[config.mk]
export PLATFORM = sky130hd
export DESIGN_NAME = stop_and_wait_arq_controller_core
export DESIGN_NICKNAME = d
export VERILOG_FILES = /design/src/swarq_pkg.sv /design/src/swarq_cfg.sv /design/src/swarq_ctrl.sv /design/src/stop_and_wait_arq_controller_core.sv
export SDC_FILE = /design/constraint.sdc
export NUM_CORES = 1
export LEC_CHECK = 0
export BUFFER_PORTS_ARGS = -buffer_cell sky130_fd_sc_hd__buf_2
export CAP_MARGIN = 0
export CORE_UTILIZATION = 40
export DETAILED_ROUTE_END_ITERATION = 8
export GPL_TIMING_DRIVEN = 1
export HOLD_SLACK_MARGIN = 0.1
export SLEW_MARGIN = 20
export SYNTH_ARGS = -nofsm -noshare
export SYNTH_HDL_FRONTEND = slang
export SYNTH_SLANG_ARGS = --single-unit
[constraint.sdc]
create_clock -name clk -period 4.05 [get_ports clk]
set_input_delay 0.81 -clock clk [delete_from_list [all_inputs] [get_ports clk]]
set_output_delay 0.81 -clock clk [all_outputs]
set_load 0.05 [all_outputs]
[src/swarq_pkg.sv]
// Package: shared types, codes and reset constants of the stop-and-wait ARQ controller.
`timescale 1ns / 1ps

package swarq_pkg;

	// Default sequence width and fixed field widths
	localparam int SEQ_BITS_DEF = 8;
	localparam int CFG_IDX_W    = 1;
	localparam int CFG_DATA_W   = 16;

	// Configuration reset values and the resend counter saturation value
	localparam logic [15:0] TIMEOUT_RST = 16'd1000;
	localparam logic [3:0]  MAXRES_RST  = 4'd5;
	localparam logic [3:0]  RESEND_SAT  = 4'd15;

	// Received command bytes
	localparam logic [7:0] CMD_DATA = 8'h05;
	localparam logic [7:0] CMD_ACK  = 8'h06;

	// Configuration register indexes
	typedef enum logic [CFG_IDX_W-1:0] {
		CFG_TIMEOUT = 1'b0,
		CFG_MAXRES  = 1'b1
	} cfg_idx_t;

	// Input event codes
	typedef enum logic [1:0] {
		OP_TICK = 2'd0,
		OP_RX   = 2'd1,
		OP_SEND = 2'd2
	} op_t;

	// Header kinds to send
	typedef enum logic [1:0] {
		KIND_NONE = 2'd0,
		KIND_DATA = 2'd1,
		KIND_ACK  = 2'd2
	} kind_t;

	// User reports
	typedef enum logic [2:0] {
		REP_NONE     = 3'd0,
		REP_RECEIVED = 3'd1,
		REP_SUCCESS  = 3'd2,
		REP_BAD_ACK  = 3'd3,
		REP_NO_ACK   = 3'd4,
		REP_BUSY     = 3'd5
	} rep_t;

	// Input item
	typedef struct packed {
		logic [1:0] opcode;
		logic [7:0] rx_seq;
		logic [7:0] rx_cmd;
	} in_item_t;

	// Result item
	typedef struct packed {
		logic [1:0] tx_kind;
		logic [7:0] tx_seq;
		logic [2:0] report;
	} out_item_t;

	// Live configuration
	typedef struct packed {
		logic [15:0] timeout_ticks;
		logic [3:0]  resend_limit;
	} cfg_t;

endpackage

[src/swarq_cfg.sv]
// Configuration register file: timeout and resend limit.
`timescale 1ns / 1ps

module swarq_cfg (
	input  logic                                clk,
	input  logic                                arst_n,
	input  logic                                cfg_valid,
	output logic                                cfg_ready,
	input  logic [swarq_pkg::CFG_IDX_W-1:0]     cfg_index,
	input  logic [swarq_pkg::CFG_DATA_W-1:0]    cfg_data,
	output swarq_pkg::cfg_t                     cfg
);

	swarq_pkg::cfg_t cfg_q;

	// Take every write at once
	assign cfg_ready = 1'b1;
	assign cfg       = cfg_q;

	// Hold registers, update on a write transfer
	always_ff @(posedge clk or negedge arst_n) begin
		if (!arst_n) begin
			cfg_q.timeout_ticks <= swarq_pkg::TIMEOUT_RST;
			cfg_q.resend_limit  <= swarq_pkg::MAXRES_RST;
		end else if (cfg_valid && cfg_ready) begin
			unique case (cfg_index)
				swarq_pkg::CFG_TIMEOUT: cfg_q.timeout_ticks <= cfg_data;
				swarq_pkg::CFG_MAXRES:  cfg_q.resend_limit  <= cfg_data[3:0];
				default: ;
			endcase
		end
	end

endmodule

[src/swarq_ctrl.sv]
// Link state and per-event decision logic of the ARQ controller.
`timescale 1ns / 1ps

module swarq_ctrl #(
	parameter int SEQ_BITS = swarq_pkg::SEQ_BITS_DEF
) (
	input  logic                 clk,
	input  logic                 arst_n,
	input  logic                 fire,
	input  swarq_pkg::in_item_t  item,
	input  swarq_pkg::cfg_t      cfg,
	output logic                 res_valid,
	output swarq_pkg::out_item_t res
);

	logic                awaiting_q, awaiting_n;
	logic [SEQ_BITS-1:0] send_seq_q, send_seq_n;
	logic [SEQ_BITS-1:0] recv_seq_q, recv_seq_n;
	logic [3:0]          resend_q, resend_n;
	logic [16:0]         tick_q, tick_n;

	logic [16:0]         tick_inc;
	logic [SEQ_BITS-1:0] seq_in;
	logic [SEQ_BITS-1:0] send_inc;

	assign tick_inc = tick_q + 17'd1;
	assign seq_in   = SEQ_BITS'(item.rx_seq);
	assign send_inc = send_seq_q + SEQ_BITS'(1);

	// Decide result and next state for the staged event
	always_comb begin
		awaiting_n = awaiting_q;
		send_seq_n = send_seq_q;
		recv_seq_n = recv_seq_q;
		resend_n   = resend_q;
		tick_n     = tick_q;
		res_valid  = 1'b0;
		res        = '0;
		unique case (item.opcode)
			swarq_pkg::OP_TICK: begin
				if (awaiting_q) begin
					tick_n = tick_inc;
					if (tick_inc > {1'b0, cfg.timeout_ticks}) begin
						tick_n    = '0;
						res_valid = 1'b1;
						if (resend_q > cfg.resend_limit) begin
							awaiting_n = 1'b0;
							res.report = swarq_pkg::REP_NO_ACK;
						end else begin
							if (resend_q != swarq_pkg::RESEND_SAT) begin
								resend_n = resend_q + 4'd1;
							end
							res.tx_kind = swarq_pkg::KIND_DATA;
							res.tx_seq  = 8'(send_seq_q);
						end
					end
				end
			end
			swarq_pkg::OP_RX: begin
				if (!awaiting_q) begin
					// Acknowledge data, deliver only a new sequence
					if (item.rx_cmd == swarq_pkg::CMD_DATA) begin
						res_valid   = 1'b1;
						res.tx_kind = swarq_pkg::KIND_ACK;
						res.tx_seq  = 8'(seq_in);
						if (recv_seq_q != seq_in) begin
							recv_seq_n = seq_in;
							res.report = swarq_pkg::REP_RECEIVED;
						end
					end
				end else begin
					awaiting_n = 1'b0;
					res_valid  = 1'b1;
					if (item.rx_cmd == swarq_pkg::CMD_ACK && seq_in == send_seq_q) begin
						res.report = swarq_pkg::REP_SUCCESS;
					end else begin
						res.report = swarq_pkg::REP_BAD_ACK;
					end
				end
			end
			swarq_pkg::OP_SEND: begin
				res_valid = 1'b1;
				if (awaiting_q) begin
					res.report = swarq_pkg::REP_BUSY;
				end else begin
					send_seq_n  = send_inc;
					resend_n    = '0;
					tick_n      = '0;
					awaiting_n  = 1'b1;
					res.tx_kind = swarq_pkg::KIND_DATA;
					res.tx_seq  = 8'(send_inc);
				end
			end
			default: ;
		endcase
	end

	// Advance state when the event leaves the stage
	always_ff @(posedge clk or negedge arst_n) begin
		if (!arst_n) begin
			awaiting_q <= 1'b0;
			send_seq_q <= '0;
			recv_seq_q <= '0;
			resend_q   <= '0;
			tick_q     <= '0;
		end else if (fire) begin
			awaiting_q <= awaiting_n;
			send_seq_q <= send_seq_n;
			recv_seq_q <= recv_seq_n;
			resend_q   <= resend_n;
			tick_q     <= tick_n;
		end
	end

endmodule

[src/stop_and_wait_arq_controller_core.sv]
// Top level of the stop-and-wait ARQ controller: input stage, decision, result register.
//
// Usage:
//   in channel  (in_valid/in_ready/in_data): one event per transfer - timer tick,
//     received packet header (rx_seq, rx_cmd) or send request.
//   out channel (out_valid/out_ready/out_data): at most one result per event,
//     carrying the header to send (tx_kind, tx_seq) and a user report.
//   cfg channel (cfg_valid/cfg_ready/cfg_index/cfg_data): index 0 timeout in
//     ticks, index 1 resend limit; always ready, write only while idle.
// Path: an accepted event waits in the input stage; its result, if it has one,
//   is loaded into the output register as the event leaves that stage.
// Throughput: one event per cycle while results are taken; the input stage and
//   output register form a two-deep pipeline, and the link state updates as
//   each event leaves stage one.
// Reset: arst_n clears the link state and both stages; configuration returns to
//   timeout 1000 and resend limit 5.
// Receiver stall: the result waits in the output register; the staged event
//   holds, and in_ready drops once both stages are full.
`timescale 1ns / 1ps

module stop_and_wait_arq_controller_core #(
	parameter int SEQ_BITS = swarq_pkg::SEQ_BITS_DEF
) (
	input  logic                                clk,
	input  logic                                arst_n,
	input  logic                                in_valid,
	output logic                                in_ready,
	input  swarq_pkg::in_item_t                 in_data,
	output logic                                out_valid,
	input  logic                                out_ready,
	output swarq_pkg::out_item_t                out_data,
	input  logic                                cfg_valid,
	output logic                                cfg_ready,
	input  logic [swarq_pkg::CFG_IDX_W-1:0]     cfg_index,
	input  logic [swarq_pkg::CFG_DATA_W-1:0]    cfg_data
);

	swarq_pkg::cfg_t      cfg;
	swarq_pkg::in_item_t  item_s1;
	logic                 valid_s1;
	swarq_pkg::out_item_t res;
	logic                 res_valid;
	swarq_pkg::out_item_t out_q;
	logic                 out_valid_q;
	logic                 fire;

	swarq_cfg u_cfg (
		.clk       (clk),
		.arst_n    (arst_n),
		.cfg_valid (cfg_valid),
		.cfg_ready (cfg_ready),
		.cfg_index (cfg_index),
		.cfg_data  (cfg_data),
		.cfg       (cfg)
	);

	swarq_ctrl #(
		.SEQ_BITS (SEQ_BITS)
	) u_ctrl (
		.clk       (clk),
		.arst_n    (arst_n),
		.fire      (fire),
		.item      (item_s1),
		.cfg       (cfg),
		.res_valid (res_valid),
		.res       (res)
	);

	// Move the staged event on when the output register has room
	assign fire      = valid_s1 && (!out_valid_q || out_ready);
	assign in_ready  = !valid_s1 || fire;
	assign out_valid = out_valid_q;
	assign out_data  = out_q;

	// Input stage
	always_ff @(posedge clk or negedge arst_n) begin
		if (!arst_n) begin
			valid_s1 <= 1'b0;
		end else if (in_ready) begin
			valid_s1 <= in_valid;
		end
	end

	always_ff @(posedge clk) begin
		if (in_valid && in_ready) begin
			item_s1 <= in_data;
		end
	end

	// Result register: load on a result, drop after the output transfer
	always_ff @(posedge clk or negedge arst_n) begin
		if (!arst_n) begin
			out_valid_q <= 1'b0;
		end else if (fire && res_valid) begin
			out_valid_q <= 1'b1;
		end else if (out_ready) begin
			out_valid_q <= 1'b0;
		end
	end

	always_ff @(posedge clk) begin
		if (fire && res_valid) begin
			out_q <= res;
		end
	end

endmodule

Yosys cells after proc, flatten, opt, wreduce, memory -nomap -nowiden
Index checks and enable logic that the tools add are counted.
{"block": "totals", "regBits": 91, "in_bits": 40}
{"block": "op_classes", "n_addsub": 3, "magnitude_cmp": 2, "eq_ne": 12, "n_mux": 33, "bitwise_logic": 2, "reduce_logical": 19}
{"cell": "two-way mux 17 bit", "count": 3}
{"cell": "two-way mux 13 bit", "count": 3}
{"cell": "one-hot mux 13 bit (3 select lines)", "count": 1}
{"cell": "one-hot mux 17 bit (2 select lines)", "count": 1}
{"cell": "two-way mux 4 bit", "count": 5}
{"cell": "two-way mux 9 bit", "count": 2}
{"cell": "adder 17 x 1 -> 17 bit, second input constant", "count": 1}
{"cell": "> comparator 17 x 16 -> 1 bit", "count": 1}
{"cell": "equality test 8 x 3 -> 1 bit, second input constant", "count": 2}
{"cell": "two-way mux 1 bit", "count": 11}
{"cell": "two-way mux 10 bit", "count": 1}
{"cell": "two-way mux 3 bit", "count": 3}
{"cell": "adder 8 x 1 -> 8 bit, second input constant", "count": 1}
{"cell": "equality test 8 bit", "count": 1}
{"cell": "!= test 8 bit", "count": 1}
{"cell": "one-hot mux 4 bit (2 select lines)", "count": 1}
{"cell": "AND reduction 7 bit", "count": 1}
{"cell": "!= test 2 x 1 -> 1 bit, second input constant", "count": 3}
{"cell": "one-hot mux 1 bit (3 select lines)", "count": 2}
{"cell": "AND reduction 2 bit", "count": 3}
{"cell": "AND reduction 5 bit", "count": 1}
{"cell": "adder 4 x 1 -> 4 bit, second input constant", "count": 1}
{"cell": "> comparator 4 bit", "count": 1}
{"cell": "logical AND 1 bit", "count": 4}
{"cell": "12 further kinds", "count": 17}

Depth between registers and ports, before layout
Gate-level depths: netlist of the first run.
{"block": "depth", "depth_word": 7, "mapped_depth": 16, "ltp_nobuf": 14}

Cells and area by module
From an unflattened synthesis of the first run, not the netlist that was laid out.
{"block": "hier_totals", "cells_unflattened": 413, "area_unflattened_um2": 4929.7}
{"mod": "swarq_ctrl", "n_inst": 1, "cells_per_inst": 326, "area_each_um2": 3056.7}
{"mod": "stop_and_wait_arq_controller_core", "n_inst": 1, "cells_per_inst": 41, "area_each_um2": 1039.7}
{"mod": "swarq_cfg", "n_inst": 1, "cells_per_inst": 46, "area_each_um2": 833.3}

Worst setup path before layout of the first run
Ideal clock, no wire load.
{"block": "synth_path", "kind": "reg2reg", "start": "reg u_ctrl.tick_q[2]", "end": "reg out_q (netlist bit out_data[0]) (enable)", "arrival_time_ps": 3226, "required_ps": 3668, "slack_ps": 442, "stages_incl_launch_ff": 15, "n_path_buf": 1, "period_less_slack_ps": 3608, "cell_sequence": "dfrtp_1 nand4_4 nor2_1 nand3_1 nor3_1 xnor2_1 inv_1 ha_1 nand4_1 nor3_1 a211oi_1 a21o_1 buf_2 and3_2 nor2_1"}
{"block": "synth_between", "elab_chain_cells": 6}
{"element": "start: declaration", "line": "swarq_ctrl.sv:20", "text": "logic [16:0] tick_q, tick_n;"}
{"element": "start signal: assignment", "line": "swarq_ctrl.sv:111", "text": "tick_q <= tick_n;"}
{"element": "adder 17 x 1 -> 17 bit", "line": "swarq_ctrl.sv:26", "text": "assign tick_inc = tick_q + 17'd1;"}
{"element": "> comparator 17 x 16 -> 1 bit", "line": "swarq_ctrl.sv:43", "text": "if (tick_inc > {1'b0, cfg.timeout_ticks}) begin"}
{"element": "two-way mux 1 bit", "line": "swarq_ctrl.sv:43"}
{"element": "two-way mux 1 bit", "line": "swarq_ctrl.sv:41", "text": "if (awaiting_q) begin"}
{"element": "one-hot mux 1 bit (3 select lines)", "line": "swarq_ctrl.sv:39", "text": "unique case (item.opcode)"}
{"element": "logical AND 1 bit", "line": "stop_and_wait_arq_controller_core.sv:102", "text": "if (fire && res_valid) begin"}
{"element": "end signal: assignment", "line": "stop_and_wait_arq_controller_core.sv:103", "text": "out_q <= res;"}
{"element": "end: declaration", "line": "stop_and_wait_arq_controller_core.sv:43", "text": "swarq_pkg::out_item_t out_q;"}
Every way passes these cells.
A chain may end at the register's enable or synchronous reset.

Worst setup path after layout of the first run
{"block": "layout_path", "start": "reg u_ctrl.tick_q[1]", "end": "reg u_ctrl.tick_q[2]"}
{"block": "layout_between", "elab_chain_cells": 5}
{"element": "adder 17 x 1 -> 17 bit *", "line": "swarq_ctrl.sv:26"}
{"element": "> comparator 17 x 16 -> 1 bit", "line": "swarq_ctrl.sv:43"}
{"element": "two-way mux 17 bit *", "line": "swarq_ctrl.sv:43"}
{"element": "two-way mux 17 bit *", "line": "swarq_ctrl.sv:41"}
{"element": "one-hot mux 17 bit (2 select lines) *", "line": "swarq_ctrl.sv:39"}
Every way passes the cells marked *; elsewhere a longest branch is shown, timed or not. The select of a mux whose other input is x is not followed.

==> impl_results.md, run 1 <==
* # setup viols final at 0
* Design area at 5694 um^2
* Yosys warning count at 0
* Total CTS buffers at 9
* Syn nets at 540
* Leading post-synthesis cells by cell area: dfrtp_1, edfxtp_1, ha_1
* #FFs+latches synth at 91
* Port Buffers at 54
* CTS Sinks at 91
* Final wirelength at 10.43 mm
* Crit path kind: flop to flop
* WP data arrival at 3990 ps
* Global-route wire length before repair at 17.62 mm
* Synth area leader: dfrtp_1
* Final hold viol count at 0
* Slack of the critical path at 322.9 ps
* Largest fanout on the critical path at 17
* Clk_skew at 4.991 ps
* DRC violations left at 0
* Worst-path cell chain: ha_1 > nand3_1 > nor2_1 > and2_1 > nand4_1 > nand2_1 > nand2_1 > ha_1 > nand4_1 > or4_1 > o21ai_2 > a21o_1 > buf_4 > nand3b_1 > o22ai_1
* Post-route setup TNS at 0 ps
* Dpl hpwl at 7.638 mm
* Ratio of cells with drive above 1 in the final layout at 22.10%
* Fraction of registers with async set/reset at 65.93%
* Number of global-route vias before repair at 3526
* Synth Cell Area at 4948 um^2
* Die Ht at 113.2 um
* Nets@finish at 596
* Area growth from synthesis to layout at 15.07%
* GRT busiest layer: met1
* Cell Area, Placed at 5385 um^2
* Clock network latency to the later pin of the worst-skew pair at 340 ps
* Worst vdd ir at 0.0001911 V
* Most common cell after layout, fill and taps aside: nand2_1
* GRT met3 Usage at 2.517%
* Starting Density at 41.20%
* H-tree levels at 3
* Slew HR at 41.84%
* Worst Setup Start Kind: flop
* Top cell type's share of synthesized area at 26.30%
* Global Route met1 Usage at 26.04%
* Wire per inst at 15.31 um
* DR iter-0 viols at 181
* Num ports at 56
* GRT overflow at 0
* Via Count at 3663
* Met2 Track Usage GR at 25.69%
* Finished Core Util at 47.41%
* Dpl ws at 104.9 ps
* Fmax at 268.3 MHz
* Top FF cell, synth: dfrtp_1
* Die area at 12820 um^2
* Worst-Margin Slew at 872.4 ps
* RSZ-0062 raised after global routing: no
* Synth unique cells at 63
* Lkg Pwr at 2.474 nW
* Max-Cap Viols at 0
* First drt pass iteration count at 5
* Max Root-Sink Buffers at 2
* Post-synth EDFFs at 31
* Initial antenna violation count at 0
* Commonest non-fill, non-tap cells in the layout: nand2_1, buf_2, dfrtp_1
* Die W at 113.2 um
* Slowest cell on the critical path: or4_1
* Diodes inserted at 0
* Final Max Slew Viols at 0
* Max stage delay on crit path at 610 ps
* Syn Area/Cell at 10.46 um^2
* Final RePlAce weighted congestion at 0.8329
* Core area at 12010 um^2
* Post-route ant nets at 0
* Worst setup EP type: flop
* Global Route Usage Sum at 17.63%
* Root Driver: clkbuf_16
* Period Utilization, post-route at 92.03%
* CTS tree: yes
* Clock Pin Slew Worst Setup and Hold Paths at 70 ps
* Synthesized instance count at 473
* P per Cell Area at 471.4 nW/um^2
* Tmin final at 3727 ps
* Worst path required time at 4310 ps
* Status: complete, no violations
* Post-synthesis sequential area ratio at 49.36%
* Largest net degree at the start of global routing at 47
* Vias per cell at 5.379
* Worst hold path class: input port to async pin
* Cell Rows at 40
path summary, 6_finish.rpt:
| path | endpoint | cells after the start | slack [ps] | startpoint |
|---|---|---|---|---|
| setup / recovery | u_ctrl.tick_q[2] | 15 | 320 | u_ctrl.tick_q[1] |
| max in group asynchronous | u_cfg.cfg[0] | 2 | 2940 | arst_n |
| min in group clk | u_cfg.cfg[1] | 1 | 520 | u_cfg.cfg[1] |
| setup reg to reg | u_ctrl.tick_q[2] | 15 | 320 | u_ctrl.tick_q[1] |
| hold / removal | u_ctrl.tick_q[9] | 1 | 470 | arst_n |
| hold reg to reg | u_cfg.cfg[1] | 1 | 520 | u_cfg.cfg[1] |
per-layer routing:
metal  wire [um]  share of wire, %
met1        5287                51
met4         147               1.4
met5           0                 0
met3         427               4.1
met2        4567                44
critical path: cells and delay by family, from the launching register on:
kind	cells	cell delay (ps)
simple gates	9	1930
fa+ha+maj	2	570
compound gates	3	480
flops	1	410
buf+inv	1	230
what timing repair did:
| item | 4_1_cts | 5_1_grt |
|---|---|---|
| gates resized for setup | 0 | 3 |
| setup buffers | 0 | 0 |
| hold buffers | 0 | 0 |
| endpoints found under the setup margin | 0 | 19 |
kinds of logic (layout without fill, tap and decap cells):
logic type	count (synthesis)	count (layout)	share of synthesized area, %
AOI/OAI and AO/OA	95	95	12.39
xor gates and xnor gates	40	40	7.231
adders and majority gates	27	27	6.827
buffers and inverters	49	110	4.071
DFF	91	91	49.36
muxes	16	16	3.641
other	1	1	0.07578
and+or+nand+nor	154	154	16.41
synth_stat cells, types with 3 or more instances:
cell type,count
ha_1,27
o21ai_1,6
nor2_1,19
and2_1,3
dfrtp_1,52
edfxtp_1,31
nor2b_1,3
a31oi_1,6
o211ai_1,4
o31ai_1,4
xor2_1,15
o21ai_0,28
and3_1,5
a211oi_1,5
nand2_1,54
dfstp_2,8
a22oi_1,6
clkbuf_1,11
a21oi_1,9
nand4_1,11
nor3_1,6
nand2b_1,11
nand3_1,20
buf_2,4
nor3b_1,3
o22ai_1,11
inv_1,31
mux2_2,14
xnor2_1,24
stage by stage:
step / power [mW] / hold slack [ps] / std cells
final: 2.684 / 471.3 / 681
after global routing: 2.849 / 524.4 / 681
after CTS: 2.694 / 517.7 / 681
after detailed placement: 1.858 / 502.8 / 665
after global placement: 1.836 / 496.4 / 665
after floorplan: 1.659 / 479.3 / 473
state kept, by name (all words and copies together) (netlist names), 4 cells and up:
| name | cells |
|---|---|
| u_ctrl.resend_q | 4 |
| u_ctrl.send_seq_q | 8 |
| item_s1 | 18 |
| u_cfg.cfg | 20 |
| u_ctrl.recv_seq_q | 8 |
| u_ctrl.tick_q | 17 |
| out_data | 13 |
power by group:
group	total (mW)	internal [mW]	switching, mW
clock	0.833	0.476	0.357
sequential	1.19	1.08	0.112
combinational	0.657	0.250	0.407
area by class of cell:
| cell class | count | area, um^2 |
|---|---|---|
| Tap cell | 147 | 183.9 |
| Clock inverter | 7 | 66.31 |
| Timing Repair Buffer | 63 | 340.3 |
| Fill cell | 1121 | 6317 |
| Multi-Input combinational cell | 333 | 2320 |
| Clock buffer | 9 | 225.2 |
| Inverter | 31 | 116.4 |
| Sequential cell | 91 | 2442 |
Note: power is estimated with default switching activity, not from simulation.
==> run 2: changes to the inputs <==
--- a/config.mk
+++ b/config.mk
@@ -7,10 +7,12 @@
 export LEC_CHECK = 0
 export BUFFER_PORTS_ARGS = -buffer_cell sky130_fd_sc_hd__buf_2
 export CAP_MARGIN = 0
+export CORE_ASPECT_RATIO = 1.1
 export CORE_UTILIZATION = 40
 export DETAILED_ROUTE_END_ITERATION = 8
 export GPL_TIMING_DRIVEN = 1
 export HOLD_SLACK_MARGIN = 0.1
+export PLACE_DENSITY_LB_ADDON = 0.1
 export SLEW_MARGIN = 20
 export SYNTH_ARGS = -nofsm -noshare
 export SYNTH_HDL_FRONTEND = slang
==> run 2 against run 1 <==
Compared with the run above:
- global-route usage grew 0.73 points
- critical path depth decreased by 2
- via count shrank 1.8%
- register-to-register slack better by 30 ps
- routed wire length grew 3.5%
==> impl_results.md, run 2 (synthesis gave the netlist of run 1 again) <==
* Status: complete, no violations
* Wire per inst at 15.70 um (+2.5%)
* Post-route setup TNS at 0 ps (unchanged)
* # setup viols final at 0 (unchanged)
* P_int at 1.929 mW (+6.6%)
* Dpl hpwl at 8.042 mm (+5.3%)
* Die Ht at 118.7 um (+4.8%)
* Switch share at 30.85% (-1.8 points)
* Worst setup EP type: flop
* Clock Power Share at 34.0% (+3.0 points)
* Clock network latency to the later pin of the worst-skew pair at 350 ps (about the same)
* DR iter-0 viols at 161 (-11%)
* Global-route wire length before repair at 17.84 mm (+1.3%)
* Vias per cell at 5.236 (-2.7%)
* Total CTS buffers at 9 (unchanged)
* Global Route Usage Sum at 18.36% (+0.73 points)
* NetSw at 0.8603 mW (-1.8%)
* Most common cell after layout, fill and taps aside: nand2_1
* Worst-Margin Slew at 797.8 ps (-74.59 ps)
* Fmax at 270.7 MHz (+0.90%)
* Tmin final at 3694 ps (-33.36 ps)
* Lkg Pwr at 2.480 nW (+0.26%)
* Period Utilization, post-route at 91.20% (-0.82 points)
* Worst vdd ir at 0.0002507 V (+31%)
* Largest fanout on the critical path at 9 (-8)
* Slew HR at 46.81% (+5.0 points)
* Worst Setup Start Kind: flop
* Die W at 108.1 um (-4.6%)
* Crit path kind: flop to flop
* Worst hold path class: input port to async pin
* WP data arrival at 3750 ps (-240 ps)
* Tot Pwr at 2.789 mW (+3.9%)
* Final Max Slew Viols at 0 (unchanged)
* GRT overflow at 0 (unchanged)
* First drt pass iteration count at 4 (-1)
* Final hold viol count at 0 (unchanged)
* Root Driver: clkbuf_16
* Max Root-Sink Buffers at 2 (unchanged)
* Num ports at 56 (unchanged)
* Cell Rows at 42 (+5.0%)
* Commonest non-fill, non-tap cells in the layout: nand2_1, buf_2, dfrtp_1
* Post-route ant nets at 0 (unchanged)
* Via Count at 3597 (-1.8%)
* Initial antenna violation count at 0 (unchanged)
* CTS Sinks at 91 (unchanged)
* Reg power frac at 43.1% (-1.4 points)
* P per Cell Area at 486.8 nW/um^2 (+3.3%)
* Worst path required time at 4110 ps (-200 ps)
* Clock Pin Slew Worst Setup and Hold Paths at 60 ps (about the same)
* Nets@finish at 595 (-0.17%)
* H-tree levels at 3 (unchanged)
* Port Buffers at 54 (unchanged)
* Final RePlAce weighted congestion at 0.8162 (-2.0%)
* Max-Cap Viols at 0 (unchanged)
* Diodes inserted at 0 (unchanged)
* Core area at 12030 um^2 (+0.19%)
* Max reg flops at 20 (unchanged)
* CTS tree: yes
* Final wirelength at 10.79 mm (+3.5%)
* Largest net degree at the start of global routing at 44 (-6.4%)
* Starting Density at 41.12% (-0.077 points)
* Clk_skew at 7.719 ps (+2.728 ps)
* Area growth from synthesis to layout at 15.78%
* Gate power share at 22.9% (-1.6 points)
* DRC violations left at 0 (unchanged)
* FILL cells at 1132 (+0.98%)
* Finished Core Util at 47.61% (+0.20 points)
* Number of global-route vias before repair at 3564 (+1.1%)
* Die area at 12820 um^2 (about the same)
* RSZ-0062 raised after global routing: no
* Post-CTS Setup Inserts at 0 (unchanged)
* Ratio of cells with drive above 1 in the final layout at 21.95% (-0.15 points)
-- run 2: worst max-delay path: stages, from the launching register on --
cell	delay, ps
dfrtp_1	470
nand4_4	170
nor2_1	300
nand3_1	190
nor3_1	210
xnor2_1	170
inv_1	60
ha_1	310
nand4_1	160
or4_1	570
o21ai_2	100
a21oi_1	120
o21ai_2	430
o22ai_1	170
-- run 2: metal layers --
metal / routed length (um) / GRT usage (%)
met3: 374 / 4.192
met1: 4805 / 22.72
met5: 0 / 0
met4: 148 / 6.250
met2: 5461 / 31.09
-- run 2: per-stage QoR --
stage | area [um^2] | std cells | hold WS (ps) | worst slack [ps]
3_5_place_dp | 5389 | 671 | 502.9 | 57.16
6_report | 5729 | 687 | 462.2 | 356.3
3_3_place_gp | 5389 | 671 | 495.7 | 208.6
2_1_floorplan | 4949 | 473 | 479.3 | 442.0
4_1_cts | 5724 | 687 | 517.6 | 37.47
5_1_grt | 5729 | 687 | 491.0 | 24.17
-- run 2: power by group through the flow --
stage          registers, mW  logic, mW  clock network [mW]
4_1_cts                 1.20      0.646               0.974
5_1_grt                 1.22      0.727                1.02
2_1_floorplan           1.23      0.427                   0
3_5_place_dp            1.22      0.640                   0
3_3_place_gp            1.22      0.631                   0
6_report                1.20      0.638               0.949
-- run 2: path summary, 6_finish.rpt --
kind / to / cells past startpoint / start / slack (ps)
worst max register to register: out_data[9] / 13 / u_ctrl.tick_q[2] / 360
worst min register to register: u_cfg.cfg[3] / 1 / u_cfg.cfg[3] / 510
worst min-delay path: u_ctrl.recv_seq_q[7] / 1 / arst_n / 460
min in group clk: u_cfg.cfg[3] / 1 / u_cfg.cfg[3] / 510
max in group asynchronous: u_cfg.cfg[11] / 2 / arst_n / 2920
worst max-delay path: out_data[9] / 13 / u_ctrl.tick_q[2] / 360
-- run 2: area by class of cell --
| cell class | instances | area (um^2) | area share (%) |
|---|---|---|---|
| sequential | 91 | 2442 | 42.63 |
| multi-input combinational | 333 | 2310 | 40.31 |
| timing repair buffer | 62 | 332.8 | 5.809 |
| clock buffer | 11 | 232.7 | 4.062 |
| tap | 154 | 192.7 | 3.363 |
| inverter | 31 | 116.4 | 2.031 |
| clock inverter | 5 | 102.6 | 1.791 |
-- run 2: timing repair --
action                                 4_1_cts  5_1_grt
setup endpoints to repair                    0       13
endpoints found under the hold margin        0        0
resized for setup                            0        1
hold buffers                                 0        0
